[config.mk]
export PLATFORM = sky130hd
export DESIGN_NAME = ddo_regs
export DESIGN_NICKNAME = d
export VERILOG_FILES = /design/src/hdl/ddo_pkg.sv /design/src/hdl/ddo_regs.sv
export SDC_FILE = /design/constraint.sdc
export NUM_CORES = 1
export LEC_CHECK = 0
export BUFFER_PORTS_ARGS = -buffer_cell sky130_fd_sc_hd__buf_4
export CAP_MARGIN = 10
export CELL_PAD_IN_SITES_DETAIL_PLACEMENT = 2
export CELL_PAD_IN_SITES_GLOBAL_PLACEMENT = 2
export CORE_UTILIZATION = 30
export DETAILED_ROUTE_END_ITERATION = 10
export PLACE_DENSITY_LB_ADDON = 0.1
export SETUP_SLACK_MARGIN = 0.4
export SYNTH_ARGS = -nofsm -noshare
export SYNTH_HDL_FRONTEND = slang
export SYNTH_SLANG_ARGS = --single-unit
[constraint.sdc]
create_clock -name clk -period 1.99 [get_ports clk]
set_input_delay 0.2985 -clock clk [delete_from_list [all_inputs] [get_ports clk]]
set_output_delay 0.2985 -clock clk [all_outputs]
set_load 0.1 [all_outputs]
[src/hdl/ddo_pkg.sv]
// ----------------------------------------------------------------------------
// ddo_pkg
// Shared types, constants and datapath operation codes for the odometry core.
// ----------------------------------------------------------------------------
`default_nettype none

package ddo_pkg;

  localparam int CORDIC_STEPS_DEF = 16;
  localparam int POS_WIDTH_DEF    = 48;

  localparam int CNT_W   = 32;   // encoder count width
  localparam int GAIN_W  = 32;   // register width
  localparam int OUT_W   = 48;   // position output width
  localparam int ANG_W   = 32;   // binary angle width
  localparam int STEP_W  = 5;    // atan table index
  localparam int OP_W    = 4;
  localparam int ADDR_W  = 4;

  // CORDIC gain compensation, Q30
  localparam logic signed [33:0] CORDIC_K = 34'sd652032874;

  // register indexes
  localparam logic [1:0] REG_LEFT_GAIN    = 2'd0;
  localparam logic [1:0] REG_RIGHT_GAIN   = 2'd1;
  localparam logic [1:0] REG_HEADING_GAIN = 2'd2;

  // datapath operations
  localparam logic [OP_W-1:0] OP_NOP    = 4'd0;
  localparam logic [OP_W-1:0] OP_LOAD   = 4'd1;
  localparam logic [OP_W-1:0] OP_MUL_L  = 4'd2;
  localparam logic [OP_W-1:0] OP_MUL_R  = 4'd3;
  localparam logic [OP_W-1:0] OP_TR     = 4'd4;
  localparam logic [OP_W-1:0] OP_DIFF   = 4'd5;
  localparam logic [OP_W-1:0] OP_MUL_DL = 4'd6;
  localparam logic [OP_W-1:0] OP_MUL_DH = 4'd7;
  localparam logic [OP_W-1:0] OP_ANG    = 4'd8;
  localparam logic [OP_W-1:0] OP_CINIT  = 4'd9;
  localparam logic [OP_W-1:0] OP_ITER   = 4'd10;
  localparam logic [OP_W-1:0] OP_FIN    = 4'd11;
  localparam logic [OP_W-1:0] OP_MXL    = 4'd12;
  localparam logic [OP_W-1:0] OP_MXH    = 4'd13;
  localparam logic [OP_W-1:0] OP_MYL    = 4'd14;
  localparam logic [OP_W-1:0] OP_MYH    = 4'd15;

  typedef struct packed {
    logic [OP_W-1:0]   op;
    logic [STEP_W-1:0] step;
    logic              sum_y;     // form the y sum
    logic              add_y;     // accumulate y
    logic              load_out;  // capture the pose into the output register
  } ddo_cmd_t;

  // atan(2^-i) as binary angle
  localparam logic [31:0] ATAN_TAB [32] = '{
    32'h20000000, 32'h12E4051E, 32'h09FB385B, 32'h051111D4, 32'h028B0D43,
    32'h0145D7E1, 32'h00A2F61E, 32'h00517C55, 32'h0028BE53, 32'h00145F2F,
    32'h000A2F98, 32'h000517CC, 32'h00028BE6, 32'h000145F3, 32'h0000A2FA,
    32'h0000517D, 32'h000028BE, 32'h0000145F, 32'h00000A30, 32'h00000518,
    32'h0000028C, 32'h00000146, 32'h000000A3, 32'h00000051, 32'h00000029,
    32'h00000014, 32'h0000000A, 32'h00000005, 32'h00000003, 32'h00000001,
    32'h00000001, 32'h00000000
  };

endpackage

`default_nettype wire

[src/hdl/ddo_regs.sv]
// ----------------------------------------------------------------------------
// ddo_regs
// APB configuration registers: wheel gains and heading gain.
// ----------------------------------------------------------------------------
`default_nettype none

module ddo_regs (
  input  wire logic                        clk,
  input  wire logic                        rst_n,
  input  wire logic                        psel,
  input  wire logic                        penable,
  input  wire logic                        pwrite,
  input  wire logic [ddo_pkg::ADDR_W-1:0]  paddr,
  input  wire logic [31:0]                 pwdata,
  output logic      [31:0]                 prdata,
  output logic                             pready,
  output logic      [ddo_pkg::GAIN_W-1:0]  left_gain,
  output logic      [ddo_pkg::GAIN_W-1:0]  right_gain,
  output logic      [ddo_pkg::GAIN_W-1:0]  head_gain
);

  logic [31:0] left_r, left_nxt, right_r, right_nxt, head_r, head_nxt;
  logic        wr;
  logic [1:0]  idx;

  assign pready = 1'b1;
  assign wr     = psel && penable && pwrite;
  assign idx    = paddr[3:2];

  always_comb begin
    left_nxt  = left_r;
    right_nxt = right_r;
    head_nxt  = head_r;
    if (wr) begin
      case (idx)
        ddo_pkg::REG_LEFT_GAIN:    left_nxt  = pwdata;
        ddo_pkg::REG_RIGHT_GAIN:   right_nxt = pwdata;
        ddo_pkg::REG_HEADING_GAIN: head_nxt  = pwdata;
        default: ;
      endcase
    end
  end

  always_comb begin
    case (idx)
      ddo_pkg::REG_LEFT_GAIN:    prdata = left_r;
      ddo_pkg::REG_RIGHT_GAIN:   prdata = right_r;
      ddo_pkg::REG_HEADING_GAIN: prdata = head_r;
      default:                   prdata = 32'd0;
    endcase
  end

  always_ff @(posedge clk) begin
    if (!rst_n) begin
      left_r  <= '0;
      right_r <= '0;
      head_r  <= '0;
    end else begin
      left_r  <= left_nxt;
      right_r <= right_nxt;
      head_r  <= head_nxt;
    end
  end

  assign left_gain  = left_r;
  assign right_gain = right_r;
  assign head_gain  = head_r;

endmodule

`default_nettype wire

# [Word level (Yosys, flattened, before mapping)]
# Index checks and enable logic that the tools add are counted.
[op_classes] n_eq_ne=2 muxes=1 n_reduce_logical=6
[op_table] operator="$pmux W32 S3" n=1
[op_table] operator="$reduce_and A2 Y1" n=3
[op_table] operator="$eq A2 B1 Y1 const B" n=1
[op_table] operator="$eq A2 B2 Y1 const B" n=1
[op_table] operator="$logic_and A1 B1 Y1" n=2
[op_table] operator="$logic_not A2 Y1" n=1
[word_totals] regBits=96 in_bits=41 out_inout_bits=129 word_cells=12

# [Logic depth before layout (Yosys ltp)]
[logic_depth] depth_word=3 mapped_depth=6 ltp_nobuf=3

# [Worst setup path after synthesis]
# Ideal clock, no wire load.
[synth_timing] kind="reg2out" start="reg right_r[0], in the netlist right_gain[0]" end="out prdata[0]" arrival_ns=3.244 t_required_ns=1.691 slack_ns=-1.553 stages_incl_launch_ff=3 path_buffers=0 cell_sequence="dfxtp_1 mux2i_1 o21ai_0"
[synth_between] elab_chain_len=1
[synth_lines] element="start, declared" line_no="ddo_regs.sv:22" text="logic [31:0] left_r, left_nxt, right_r, right_nxt, head_r, head_nxt;"
[synth_lines] element="start signal, assigned" line_no="ddo_regs.sv:60" text="right_r <= right_nxt;"
[synth_lines] element="$pmux W32 S3" line_no="ddo_regs.sv:45" text="case (idx)"
[synth_lines] element="end, declared" line_no="ddo_regs.sv:15" text="output logic [31:0] prdata,"
# Every way passes these cells.

# [Worst setup path after layout]
[layout_timing] start="in paddr[2] (netlist bit)" end="out prdata[8]"
[layout_between] elab_chain_len=2 word_cells_on_any_way=4 classes_between="eq/ne (2); mux (1); reduce/logical (1)"
[layout_lines] element="start, declared" line_no="ddo_regs.sv:13" text="input wire logic [ddo_pkg::ADDR_W-1:0] paddr,"
[layout_lines] element="$eq A2 B2 Y1 (tied with other cells)" line_no="ddo_regs.sv:45"
[layout_lines] element="$pmux W32 S3 *" line_no="ddo_regs.sv:45"
# Every way passes the cells marked *; elsewhere a longest branch is shown, timed or not.

==> impl_metrics.yaml <==
pwr:
  sw_frac_of_total_pct: 28.5
  p_per_area_nw_per_um2: 604
  vdd_drop_max_mv: 0.330
  clockPowerShare_pct: 40.0
  internal_power_mw: 3.09
  power.leakage_nw: 3.09
  pwr-share-seq_pct: 43.9
  p_sw_mw: 1.23
  pwr-share-comb_pct: 16.1
synth:
  syn_area_um2: 4210
  syn_avg_cell_area_um2: 9.16
  ys_seq_area_share_pct: 45.6
  synth.distinct_cells: 14
  netlist_instances: 460
  ys_seq_elements: 96
  ys_warn_count: 0
  syn_nets: 501
critical_path:
  cp_slowest_cell: "nor2b_4"
  crit_chain: "buf_16, nor2b_4, buf_12, buf_16, nand2_4, o21ai_4, buf_12"
  required_ns: 1.69
  cp-end-kind: "output port"
  cpPeakStageDelay_ns: 0.21
  worstPathMaxFanout: 7
  crit_arrival_ns: 1.27
  crit_type: "primary input to output port"
  worstSetupStartpointType: "primary input"
clock_tree:
  htreeDepth: 3
  clk_latency_ns: 0.34
  root_buffer: "clkbuf_16"
  tritoncts: "built"
  cts-buffers-inserted: 9
  path_clk_slew_ns: 0.07
  cts_hold_buffers: 0
  cts_sinks: 96
  clock_path_buffers: 2
detailed_routing:
  drc: 0
  drt-total-wl_um: 15800
  vias_per_cell: 4.89
  num_vias: 3953
  post_drt_wl_per_cell_um: 19.5
  drt_iter0_markers: 90
  antenna_left: 0
  drt_pass1_iterations: 4
run:
  cap_viol_max_count: 0
placed_design:
  dp_hpwl_um: 11100
  globalplace.congestion: 0.715
  io_buffers: 166
  placedCellCount: 783
grt:
  grt_usage_pct: 22.1
  antenna_found_initial: 0
  overflow: 0
  grt_pass1_wl_um: 24300
  grt_start_max_net_pins: 53
  grt_pass1_vias: 4324
die:
  dieArea_um2: 14500
  rows: 42
  core_um2: 13500
  initial_utilization_pct: 31.3
  io_pins: 170
  die_h_um: 120
  die_w_um: 120
final_layout:
  nets: 669
  final_cells: 809
  n_antenna_cell: 0
  drive_above_1_share_pct: 57.5
  area.growth.synth_to_final_pct: 69.8
  nFillCells: 1357
timing:
  finalClockSkew_ns: 0
  slew_viol_final: 0
  finalCritPeriodShare_pct: 78.8
  hold_violations: 0
  setup_viol: 0
  period_needed_ns: 1.57
  clock.fmax_ghz: 0.638
  rsz0062_at_grt: "true"
  setup_tns_ns: 0
status:
  outcome: "finished, final reports clean"
hold_path:
  worstHoldPathType: "primary input to flop"
cells in the mapped netlist:
cell,n,area share [%]
mux2i_1,128,30
nand2_1,160,14
o21ai_0,32,3.8
buf_2,9,1.1
nor3b_1,1,0.18
clkbuf_1,18,1.6
buf_4,8,1.4
or3b_1,1,0.21
nor3_2,1,0.24
nand3_1,1,0.12
nor2b_1,1,0.15
conb_1,1,0.089
buf_6,3,0.80
dfxtp_1,96,46
flip-flops by register name, summed over array words and instances, names as in the netlist:
register    count
left_gain      32
right_gain     32
head_gain      32
final cells by class:
class / count / area, um^2 / share of cell area (%)
Clock buffer: 11 / 243 / 3.40
Clock inverter: 5 / 46.3 / 0.648
Multi-Input combinational cell: 326 / 2590 / 36.2
Sequential cell: 96 / 2200 / 30.8
Tap cell: 176 / 220 / 3.08
Timing Repair Buffer: 195 / 1850 / 25.8
critical path, delay by kind of cell:
kind                   cells  cell delay [ns]
AO/OA/AOI/OAI              1             0.07
buffers and inverters      4             0.61
AND/OR/NAND/NOR            2             0.28
routing by layer:
layer / wire, um / part of all wire, % / up-vias / track usage, %
met5: 0 / 0 / - / 0
met4: 273 / 1.7 / 0 / 7.41
met3: 659 / 4.2 / 17 / 4.29
met2: 8560 / 54 / 110 / 42.2
met1: 6270 / 40 / 1953 / 24.2
li1: - / - / 1873 / -
cells in the final DEF, fill, tap and decap left out:
master	netlist	final
nand2_1	160	153
buf_4	8	150
mux2i_1	128	110
dfxtp_4	0	64
o21ai_4	0	32
dfxtp_2	0	32
buf_6	3	20
mux2i_2	0	17
buf_12	0	17
clkbuf_16	0	10
nand2_4	0	7
buf_8	0	5
clkinv_1	0	3
buf_16	0	2
nor2b_4	0	1
mux2i_4	0	1
nand3_1	1	1
nor3_4	0	1
or3b_2	0	1
nor3b_2	0	1
conb_1	1	1
clkbuf_8	0	1
clkinv_2	0	1
bufinv_16	0	1
clkbuf_1	18	1
timing repair:
item                                    4_1_cts  5_1_grt
setup buffers                                 1        7
endpoints found under the setup margin       32       26
gates cloned                                  1        1
resized for setup                            72       25
pin swaps                                     0        5
power groups by stage:
stage          clock network [mW]  logic [mW]  registers (mW)
5_1_grt                      1.86       0.727            1.90
2_1_floorplan                   0       0.284            2.11
3_3_place_gp                    0       0.621            1.94
4_1_cts                      1.77       0.677            1.90
3_5_place_dp                    0       0.636            1.94
6_report                     1.73       0.697            1.90
through the flow:
stage                     worst slack [ns]  power (mW)  utilization, %  hold slack [ns]  area, um^2
after floorplan                      0.360        2.40               -            0.471        4950
after global placement               0.161        2.56            47.2            0.450        6360
after detailed placement             0.120        2.58            47.2            0.459        6360
after CTS                            0.355        4.34            51.8            0.254        6960
after global routing                 0.394        4.49            53.1            0.275        7150
final                                0.422        4.32            53.1            0.258        7150
logic make-up (layout without fill, tap and decap cells):
kind of cell    Yosys count  in the layout  share of synthesized area, %
compound gates           32             32                          3.80
other cells               1              1                        0.0890
simple gates            165            165                          15.2
buf+inv                  38            211                          4.90
mux                     128            128                          30.4
flops                    96             96                          45.6
path summary, 6_finish.rpt:
path / startpoint / slack (ns) / endpoint / cells past startpoint
worst min-delay path: pwdata[17] / 0.26 / left_gain[17]$_SDFFE_PN0P_ / 3
worst max register to register: head_gain[16]$_SDFFE_PN0P_ / 1.23 / head_gain[16]$_SDFFE_PN0P_ / 2
worst min register to register: head_gain[31]$_SDFFE_PN0P_ / 0.47 / head_gain[31]$_SDFFE_PN0P_ / 2
worst max-delay path: paddr[2] / 0.42 / prdata[8] / 7
(Power assumes the default switching activity.)
