<file path="src/hdl/ddo_pkg.sv">
// ----------------------------------------------------------------------------
// ddo_pkg
// Shared types, constants and datapath operation codes for the odometry core.
// ----------------------------------------------------------------------------
`default_nettype none

package ddo_pkg;

  localparam int CORDIC_STEPS_DEF = 16;
  localparam int POS_WIDTH_DEF    = 48;

  localparam int CNT_W   = 32;   // encoder count width
  localparam int GAIN_W  = 32;   // register width
  localparam int OUT_W   = 48;   // position output width
  localparam int ANG_W   = 32;   // binary angle width
  localparam int STEP_W  = 5;    // atan table index
  localparam int OP_W    = 4;
  localparam int ADDR_W  = 4;

  // CORDIC gain compensation, Q30
  localparam logic signed [33:0] CORDIC_K = 34'sd652032874;

  // register indexes
  localparam logic [1:0] REG_LEFT_GAIN    = 2'd0;
  localparam logic [1:0] REG_RIGHT_GAIN   = 2'd1;
  localparam logic [1:0] REG_HEADING_GAIN = 2'd2;

  // datapath operations
  localparam logic [OP_W-1:0] OP_NOP    = 4'd0;
  localparam logic [OP_W-1:0] OP_LOAD   = 4'd1;
  localparam logic [OP_W-1:0] OP_MUL_L  = 4'd2;
  localparam logic [OP_W-1:0] OP_MUL_R  = 4'd3;
  localparam logic [OP_W-1:0] OP_TR     = 4'd4;
  localparam logic [OP_W-1:0] OP_DIFF   = 4'd5;
  localparam logic [OP_W-1:0] OP_MUL_DL = 4'd6;
  localparam logic [OP_W-1:0] OP_MUL_DH = 4'd7;
  localparam logic [OP_W-1:0] OP_ANG    = 4'd8;
  localparam logic [OP_W-1:0] OP_CINIT  = 4'd9;
  localparam logic [OP_W-1:0] OP_ITER   = 4'd10;
  localparam logic [OP_W-1:0] OP_FIN    = 4'd11;
  localparam logic [OP_W-1:0] OP_MXL    = 4'd12;
  localparam logic [OP_W-1:0] OP_MXH    = 4'd13;
  localparam logic [OP_W-1:0] OP_MYL    = 4'd14;
  localparam logic [OP_W-1:0] OP_MYH    = 4'd15;

  typedef struct packed {
    logic [OP_W-1:0]   op;
    logic [STEP_W-1:0] step;
    logic              sum_y;     // form the y sum
    logic              add_y;     // accumulate y
    logic              load_out;  // capture the pose into the output register
  } ddo_cmd_t;

  // atan(2^-i) as binary angle
  localparam logic [31:0] ATAN_TAB [32] = '{
    32'h20000000, 32'h12E4051E, 32'h09FB385B, 32'h051111D4, 32'h028B0D43,
    32'h0145D7E1, 32'h00A2F61E, 32'h00517C55, 32'h0028BE53, 32'h00145F2F,
    32'h000A2F98, 32'h000517CC, 32'h00028BE6, 32'h000145F3, 32'h0000A2FA,
    32'h0000517D, 32'h000028BE, 32'h0000145F, 32'h00000A30, 32'h00000518,
    32'h0000028C, 32'h00000146, 32'h000000A3, 32'h00000051, 32'h00000029,
    32'h00000014, 32'h0000000A, 32'h00000005, 32'h00000003, 32'h00000001,
    32'h00000001, 32'h00000000
  };

endpackage

`default_nettype wire

</file>
<file path="src/hdl/ddo_ctrl.sv">
// ----------------------------------------------------------------------------
// ddo_ctrl
// Sequencer: steps the datapath through one update and owns the handshakes.
// ----------------------------------------------------------------------------
`default_nettype none

module ddo_ctrl #(
  parameter int CORDIC_STEPS = ddo_pkg::CORDIC_STEPS_DEF
) (
  input  wire logic              clk,
  input  wire logic              rst_n,
  input  wire logic              in_valid,
  input  wire logic              in_cmd,
  output logic                   in_ready,
  output logic                   out_valid,
  input  wire logic              out_ready,
  output ddo_pkg::ddo_cmd_t      dp_cmd
);

  localparam int CW = $clog2(CORDIC_STEPS + 1);
  localparam int SW = ddo_pkg::STEP_W;
  localparam logic [CW-1:0] LAST = CW'(CORDIC_STEPS - 1);

  localparam logic [4:0] S_IDLE  = 5'd0;
  localparam logic [4:0] S_MUL_L = 5'd1;
  localparam logic [4:0] S_MUL_R = 5'd2;
  localparam logic [4:0] S_TR    = 5'd3;
  localparam logic [4:0] S_DIFF  = 5'd4;
  localparam logic [4:0] S_MDL   = 5'd5;
  localparam logic [4:0] S_MDH   = 5'd6;
  localparam logic [4:0] S_ANG   = 5'd7;
  localparam logic [4:0] S_CINIT = 5'd8;
  localparam logic [4:0] S_ITER  = 5'd9;
  localparam logic [4:0] S_FIN   = 5'd10;
  localparam logic [4:0] S_MXL   = 5'd11;
  localparam logic [4:0] S_MXH   = 5'd12;
  localparam logic [4:0] S_MYL   = 5'd13;
  localparam logic [4:0] S_MYH   = 5'd14;
  localparam logic [4:0] S_SY    = 5'd15;
  localparam logic [4:0] S_AY    = 5'd16;
  localparam logic [4:0] S_DONE  = 5'd17;

  logic [4:0]    state_r, state_nxt;
  logic [CW-1:0] cnt_r, cnt_nxt;
  logic          ov_r, ov_nxt;
  logic          accept;

  assign in_ready  = (state_r == S_IDLE);
  assign accept    = in_valid && in_ready;
  assign out_valid = ov_r;

  always_comb begin
    state_nxt = state_r;
    cnt_nxt   = cnt_r;
    ov_nxt    = ov_r && !out_ready;
    dp_cmd    = '0;
    dp_cmd.op = ddo_pkg::OP_NOP;
    dp_cmd.step = SW'(cnt_r);
    case (state_r)
      S_IDLE: begin
        if (accept) begin
          dp_cmd.op = ddo_pkg::OP_LOAD;
          state_nxt = in_cmd ? S_DONE : S_MUL_L;
        end
      end
      S_MUL_L: begin dp_cmd.op = ddo_pkg::OP_MUL_L;  state_nxt = S_MUL_R; end
      S_MUL_R: begin dp_cmd.op = ddo_pkg::OP_MUL_R;  state_nxt = S_TR;    end
      S_TR:    begin dp_cmd.op = ddo_pkg::OP_TR;     state_nxt = S_DIFF;  end
      S_DIFF:  begin dp_cmd.op = ddo_pkg::OP_DIFF;   state_nxt = S_MDL;   end
      S_MDL:   begin dp_cmd.op = ddo_pkg::OP_MUL_DL; state_nxt = S_MDH;   end
      S_MDH:   begin dp_cmd.op = ddo_pkg::OP_MUL_DH; state_nxt = S_ANG;   end
      S_ANG:   begin dp_cmd.op = ddo_pkg::OP_ANG;    state_nxt = S_CINIT; end
      S_CINIT: begin
        dp_cmd.op = ddo_pkg::OP_CINIT;
        cnt_nxt   = '0;
        state_nxt = S_ITER;
      end
      S_ITER: begin
        dp_cmd.op = ddo_pkg::OP_ITER;
        cnt_nxt   = cnt_r + CW'(1);
        if (cnt_r == LAST) state_nxt = S_FIN;
      end
      S_FIN:   begin dp_cmd.op = ddo_pkg::OP_FIN;    state_nxt = S_MXL;   end
      S_MXL:   begin dp_cmd.op = ddo_pkg::OP_MXL;    state_nxt = S_MXH;   end
      S_MXH:   begin dp_cmd.op = ddo_pkg::OP_MXH;    state_nxt = S_MYL;   end
      S_MYL:   begin dp_cmd.op = ddo_pkg::OP_MYL;    state_nxt = S_MYH;   end
      S_MYH:   begin dp_cmd.op = ddo_pkg::OP_MYH;    state_nxt = S_SY;    end
      S_SY:    begin dp_cmd.sum_y = 1'b1;            state_nxt = S_AY;    end
      S_AY:    begin dp_cmd.add_y = 1'b1;            state_nxt = S_DONE;  end
      S_DONE: begin
        if (!ov_r || out_ready) begin
          dp_cmd.load_out = 1'b1;
          ov_nxt    = 1'b1;
          state_nxt = S_IDLE;
        end
      end
      default: state_nxt = S_IDLE;
    endcase
  end

  always_ff @(posedge clk) begin
    if (!rst_n) begin
      state_r <= S_IDLE;
      cnt_r   <= '0;
      ov_r    <= 1'b0;
    end else begin
      state_r <= state_nxt;
      cnt_r   <= cnt_nxt;
      ov_r    <= ov_nxt;
    end
  end

endmodule

`default_nettype wire

</file>
<file path="config.mk">
export PLATFORM = sky130hd
export DESIGN_NAME = ddo_ctrl
export DESIGN_NICKNAME = d
export VERILOG_FILES = /design/src/hdl/ddo_pkg.sv /design/src/hdl/ddo_ctrl.sv
export SDC_FILE = /design/constraint.sdc
export NUM_CORES = 1
export LEC_CHECK = 0
export BUFFER_PORTS_ARGS = -buffer_cell sky130_fd_sc_hd__buf_2
export CAP_MARGIN = 10
export CORE_UTILIZATION = 45
export DETAILED_ROUTE_END_ITERATION = 12
export GPL_ROUTABILITY_DRIVEN = 0
export PLACE_DENSITY = 0.76
export SETUP_SLACK_MARGIN = 0.15
export SLEW_MARGIN = 25
export SYNTH_ARGS = -nofsm -noshare
export SYNTH_HDL_FRONTEND = slang
export SYNTH_SLANG_ARGS = --single-unit
</file>
<file path="constraint.sdc">
create_clock -name clk -period 1.9 [get_ports clk]
set_input_delay 0.095 -clock clk [delete_from_list [all_inputs] [get_ports clk]]
set_output_delay 0.095 -clock clk [all_outputs]
set_load 0.05 [all_outputs]
</file>
# ---- After elaboration in Yosys (flattened, before gate mapping)
# Index checks and enable logic that the tools add are counted.
dict set report totals {
  ff_bits 11
  latchBits 0
  ram_bits 0
  rom_bits 0
  memories 0
}
dict set report op_classes {
  addsub 1
  multipliers 0
  n_div 0
  magnitude_cmp 0
  eq_ne 21
  shifts 0
  mux 14
  bitwise_logic 0
  reduce_logical 8
}
# operator n
set op_table {}
lappend op_table {{5-bit case mux with 18 select lines} 1}
lappend op_table {{4-bit case mux with 15 select lines} 1}
lappend op_table {{5-bit by 4-bit equality test with 1-bit output (second input constant)} 9}
lappend op_table {{5-bit by 3-bit equality test with 1-bit output (second input constant)} 4}
lappend op_table {{5-bit two-way mux} 4}
lappend op_table {{5-bit by 2-bit equality test with 1-bit output (second input constant)} 2}
lappend op_table {{5-bit equality test (second input constant)} 2}
lappend op_table {{5-bit case mux with 2 select lines} 1}
lappend op_table {{1-bit two-way mux} 7}
lappend op_table {{5-bit by 1-bit adder with 5-bit output (second input constant)} 1}
lappend op_table {{5-bit by 1-bit equality test with 1-bit output (second input constant)} 1}
lappend op_table {{5-bit logical NOT} 1}
lappend op_table {{2-bit inequality test (second input constant)} 2}
lappend op_table {{3-bit AND reduction} 1}
lappend op_table {{1-bit logical AND} 2}
lappend op_table {{1-bit logical NOT} 2}
lappend op_table {{2-bit by 1-bit inequality test with 1-bit output (second input constant)} 1}
lappend op_table {{2-bit nonzero test} 1}
lappend op_table {{1-bit logical OR} 1}

# ---- Longest topological paths before layout
dict set report logic_depth {
  word_depth 4
  ltp_mapped 7
  ltp_nobuf 7
}

# ---- Worst setup path after synthesis
# No wires, ideal clock.
dict set report synth_timing {
  path_type {register to output}
  start {reg state_r[1]}
  end {out dp_cmd[0] (netlist name)}
  arrival_ns 2.031
  t_required_ns 1.805
  slack_ns -0.226
  path_stages_with_launch 5
  path_cell_list {dfxtp_1 -> buf_4 -> or3_1 -> clkbuf_1 -> nor3_1}
}
# element line_no
set synth_rtl {}
lappend synth_rtl {{start, declared} ddo_ctrl.sv:43} ;# logic [4:0] state_r, state_nxt;
lappend synth_rtl {{start signal, assigned} ddo_ctrl.sv:107} ;# state_r <= state_nxt;
lappend synth_rtl {{end, declared} ddo_ctrl.sv:17} ;# output ddo_pkg::ddo_cmd_t dp_cmd

==> flow_summary_export.csv <==
group,metric,value,unit
status,status,"complete, no violations",
detailed_routing,routed_via_density,5.414,
place,dp_hpwl,990.8,um
detailed_routing,wl_per_cell,11.71,um
clock_network,clk_latency,270,ps
yosys,avgSynthCellArea,7.885,sq um
critical_path,cp_max_fo,9,
clock_network,clock-sinks,11,
floorplanning,placementRows,13,
finish,fill_cells,133,
power,p_sw,0.2864,mW
floorplanning,start_util,0.5023,
floorplanning,coreArea,1350,sq um
yosys,synth_top_area_share,0.3247,
floorplanning,fp.dieW,40.82,um
timing,finalHoldViolCount,0,
clock_network,htree_levels,1,
finish,drive_gt1_frac,0.3168,
yosys,synth.largest_area_cell,"dfxtp_1",
yosys,ys_top_cells_by_count,"dfxtp_1, nor3_1, nand2_1",
critical_path,cp.required,1800,ps
detailed_routing,final_antenna_net_count,0,
timing,finalClockSkew,0.6839,ps
yosys,syn-instance-count,86,
clock_network,numCtsBuffers,3,
yosys,synth.area.top_cells,"dfxtp_1, nor3_1, nor2b_1, a21oi_1, nand2_1",
timing,rsz0062_at_grt,"no",
power,clkPwrFrac,0.231,
finish,regArea,222.7,sq um
run,drv_cap,0,
clock_network,cts_tree,"built",
timing,slew_headroom,0.6988,
global_route,grt_use_met1,0.2300,
timing,min_period,1654,ps
yosys,yosysSeqAreaShare,0.3247,
timing,fmax,604.6,MHz
yosys,synth_edf_count,0,
yosys,synthFlopType,"dfxtp_1",
timing,hold_ws,139.9,ps
global_route,gr-usage-met2,0.2695,
detailed_routing,first_pass_iters,4,
power,finalPower,0.6913,mW
global_route,grt_antenna_before_repair,0,
power,intPower,0.4048,mW
yosys,netlist_area,678.2,sq um
global_route,busiest_layer,"met2",
yosys,ys_ff_latch,11,
floorplanning,die-area,1666,sq um
detailed_routing,route.vias.total,628,
finish,multiInputGateArea,417.9,sq um
place,pre_cts_ws,282.7,ps
global_route,grt_pass1_wl,1.966,mm
power,seqPwrFrac,0.404,
finish,nets,109,
detailed_routing,first_iter_violations,16,
critical_path,worstSetupPathType,"register to primary output",
finish,fin_util,0.5931,
power,ir_worst_vdd,0.3980,mV
timing,tightestPinTransition,447.1,ps
detailed_routing,remaining_drc_errors,0,
timing,worst_slack,245.9,ps
yosys,synthArstFlopShare,0,
power,power.leakage,0.3412,nW
finish,antenna_cells,0,
finish,area_growth,18.08,%
critical_path,worstPathArrival,1560,ps
timing,post-route-period-util,0.8706,
clock_network,hold_buffers,0,
global_route,grt_use_met3,0.08152,
yosys,yosys_warnings,0,
place,io_buffers,18,
global_route,grt_overflow_total,0,
critical_path,critPathLaunchType,"register",
yosys,yosysUniqueCellTypes,32,
yosys,synth_fp_nets,93,
detailed_routing,wirelength,1.358,mm
floorplanning,io_pins,19,
global_route,grt_max_degree,17,
clock_network,clock_path_buffers,2,
yosys,yosysMostFrequentCell,"dfxtp_1",
clock_network,path_clk_slew,70,ps
power,swShare,0.4144,
timing,maxSlewViolCount,0,
power,p_comb_frac,0.365,
global_route,track_usage,0.1900,
clock_network,cts_root_buf,"clkbuf_4",
worst_hold_path,hold_path.class,"input pin to register",
power,power_density,863.3,nW/um^2
floorplanning,die_h,40.82,um
critical_path,critPathCaptureType,"primary output",
global_route,grt_pass1_vias,485,
timing,setup_viol,0,
-- worst paths after layout --
path	start	endpoint	depth (start not counted)	slack (ps)
setup / recovery	state_r[1]	dp_cmd[0]	3	250
hold / removal	rst_n	state_r[0]	3	140
setup reg to reg	state_r[4]	state_r[2]	5	310
hold reg to reg	cnt_r[3]	cnt_r[3]	2	510
-- critical path, cell delays in order (launching register included) --
cell,delay (ps)
dfxtp_1,400
or3_4,460
nor3_2,180
clkbuf_4,250
-- state kept, by name (all words and copies together) (netlist names) --
name,flops
cnt_r,5
out_valid,1
state_r,5
-- routing by layer --
metal	vias up	share of wire
li1	335	-
met1	278	0.48
met2	11	0.46
met3	4	0.036
met4	0	0.015
met5	-	0
-- stage by stage --
stage	instances	setup TNS (ps)	area, sq um
after global placement	112	0	759.5
final	116	0	800.8
after detailed placement	112	0	759.5
after floorplan	86	-376.2	691.9
after CTS	116	0	785.8
after global routing	116	0	800.8
-- power groups by stage --
stage | sequential [mW] | clock (mW) | combinational, mW
final | 0.279 | 0.160 | 0.252
after global routing | 0.283 | 0.183 | 0.268
after CTS | 0.277 | 0.171 | 0.247
after detailed placement | 0.282 | 0 | 0.247
after global placement | 0.282 | 0 | 0.245
after floorplan | 0.256 | 0 | 0.234
-- cell usage in the layout (no fill, tap or decap), types with 3 or more instances in the layout --
cell type / count
buf_2: 17
dfxtp_1: 9
nor3_1: 7
nand2_1: 7
nor2b_1: 6
a21oi_1: 6
nand3_1: 4
clkbuf_4: 4
nor2_1: 3
o21ai_0: 3
-- final cells by class --
cell class	instances	share of cell area
inverter	2	0.009375
timing repair buffer	20	0.1344
multi-input combinational	64	0.5219
sequential	11	0.2781
clock buffer	4	0.03281
tap	15	0.02344
-- kinds of logic after synthesis --
group           count (synthesis)  share of synthesized area
fa+ha+maj                       2                    0.03689
buf+inv                        11                    0.09409
flops                          11                     0.3247
xor+xnor                        3                    0.03875
compound gates                 16                     0.1365
simple gates                   43                     0.3690
-- repair_timing --
action / in CTS / in global routing
resized for setup: 0 / 4
buffers inserted: 0 / 0
endpoints found under the setup margin: 0 / 9
No activity file was read; power rests on OpenSTA's default activity.
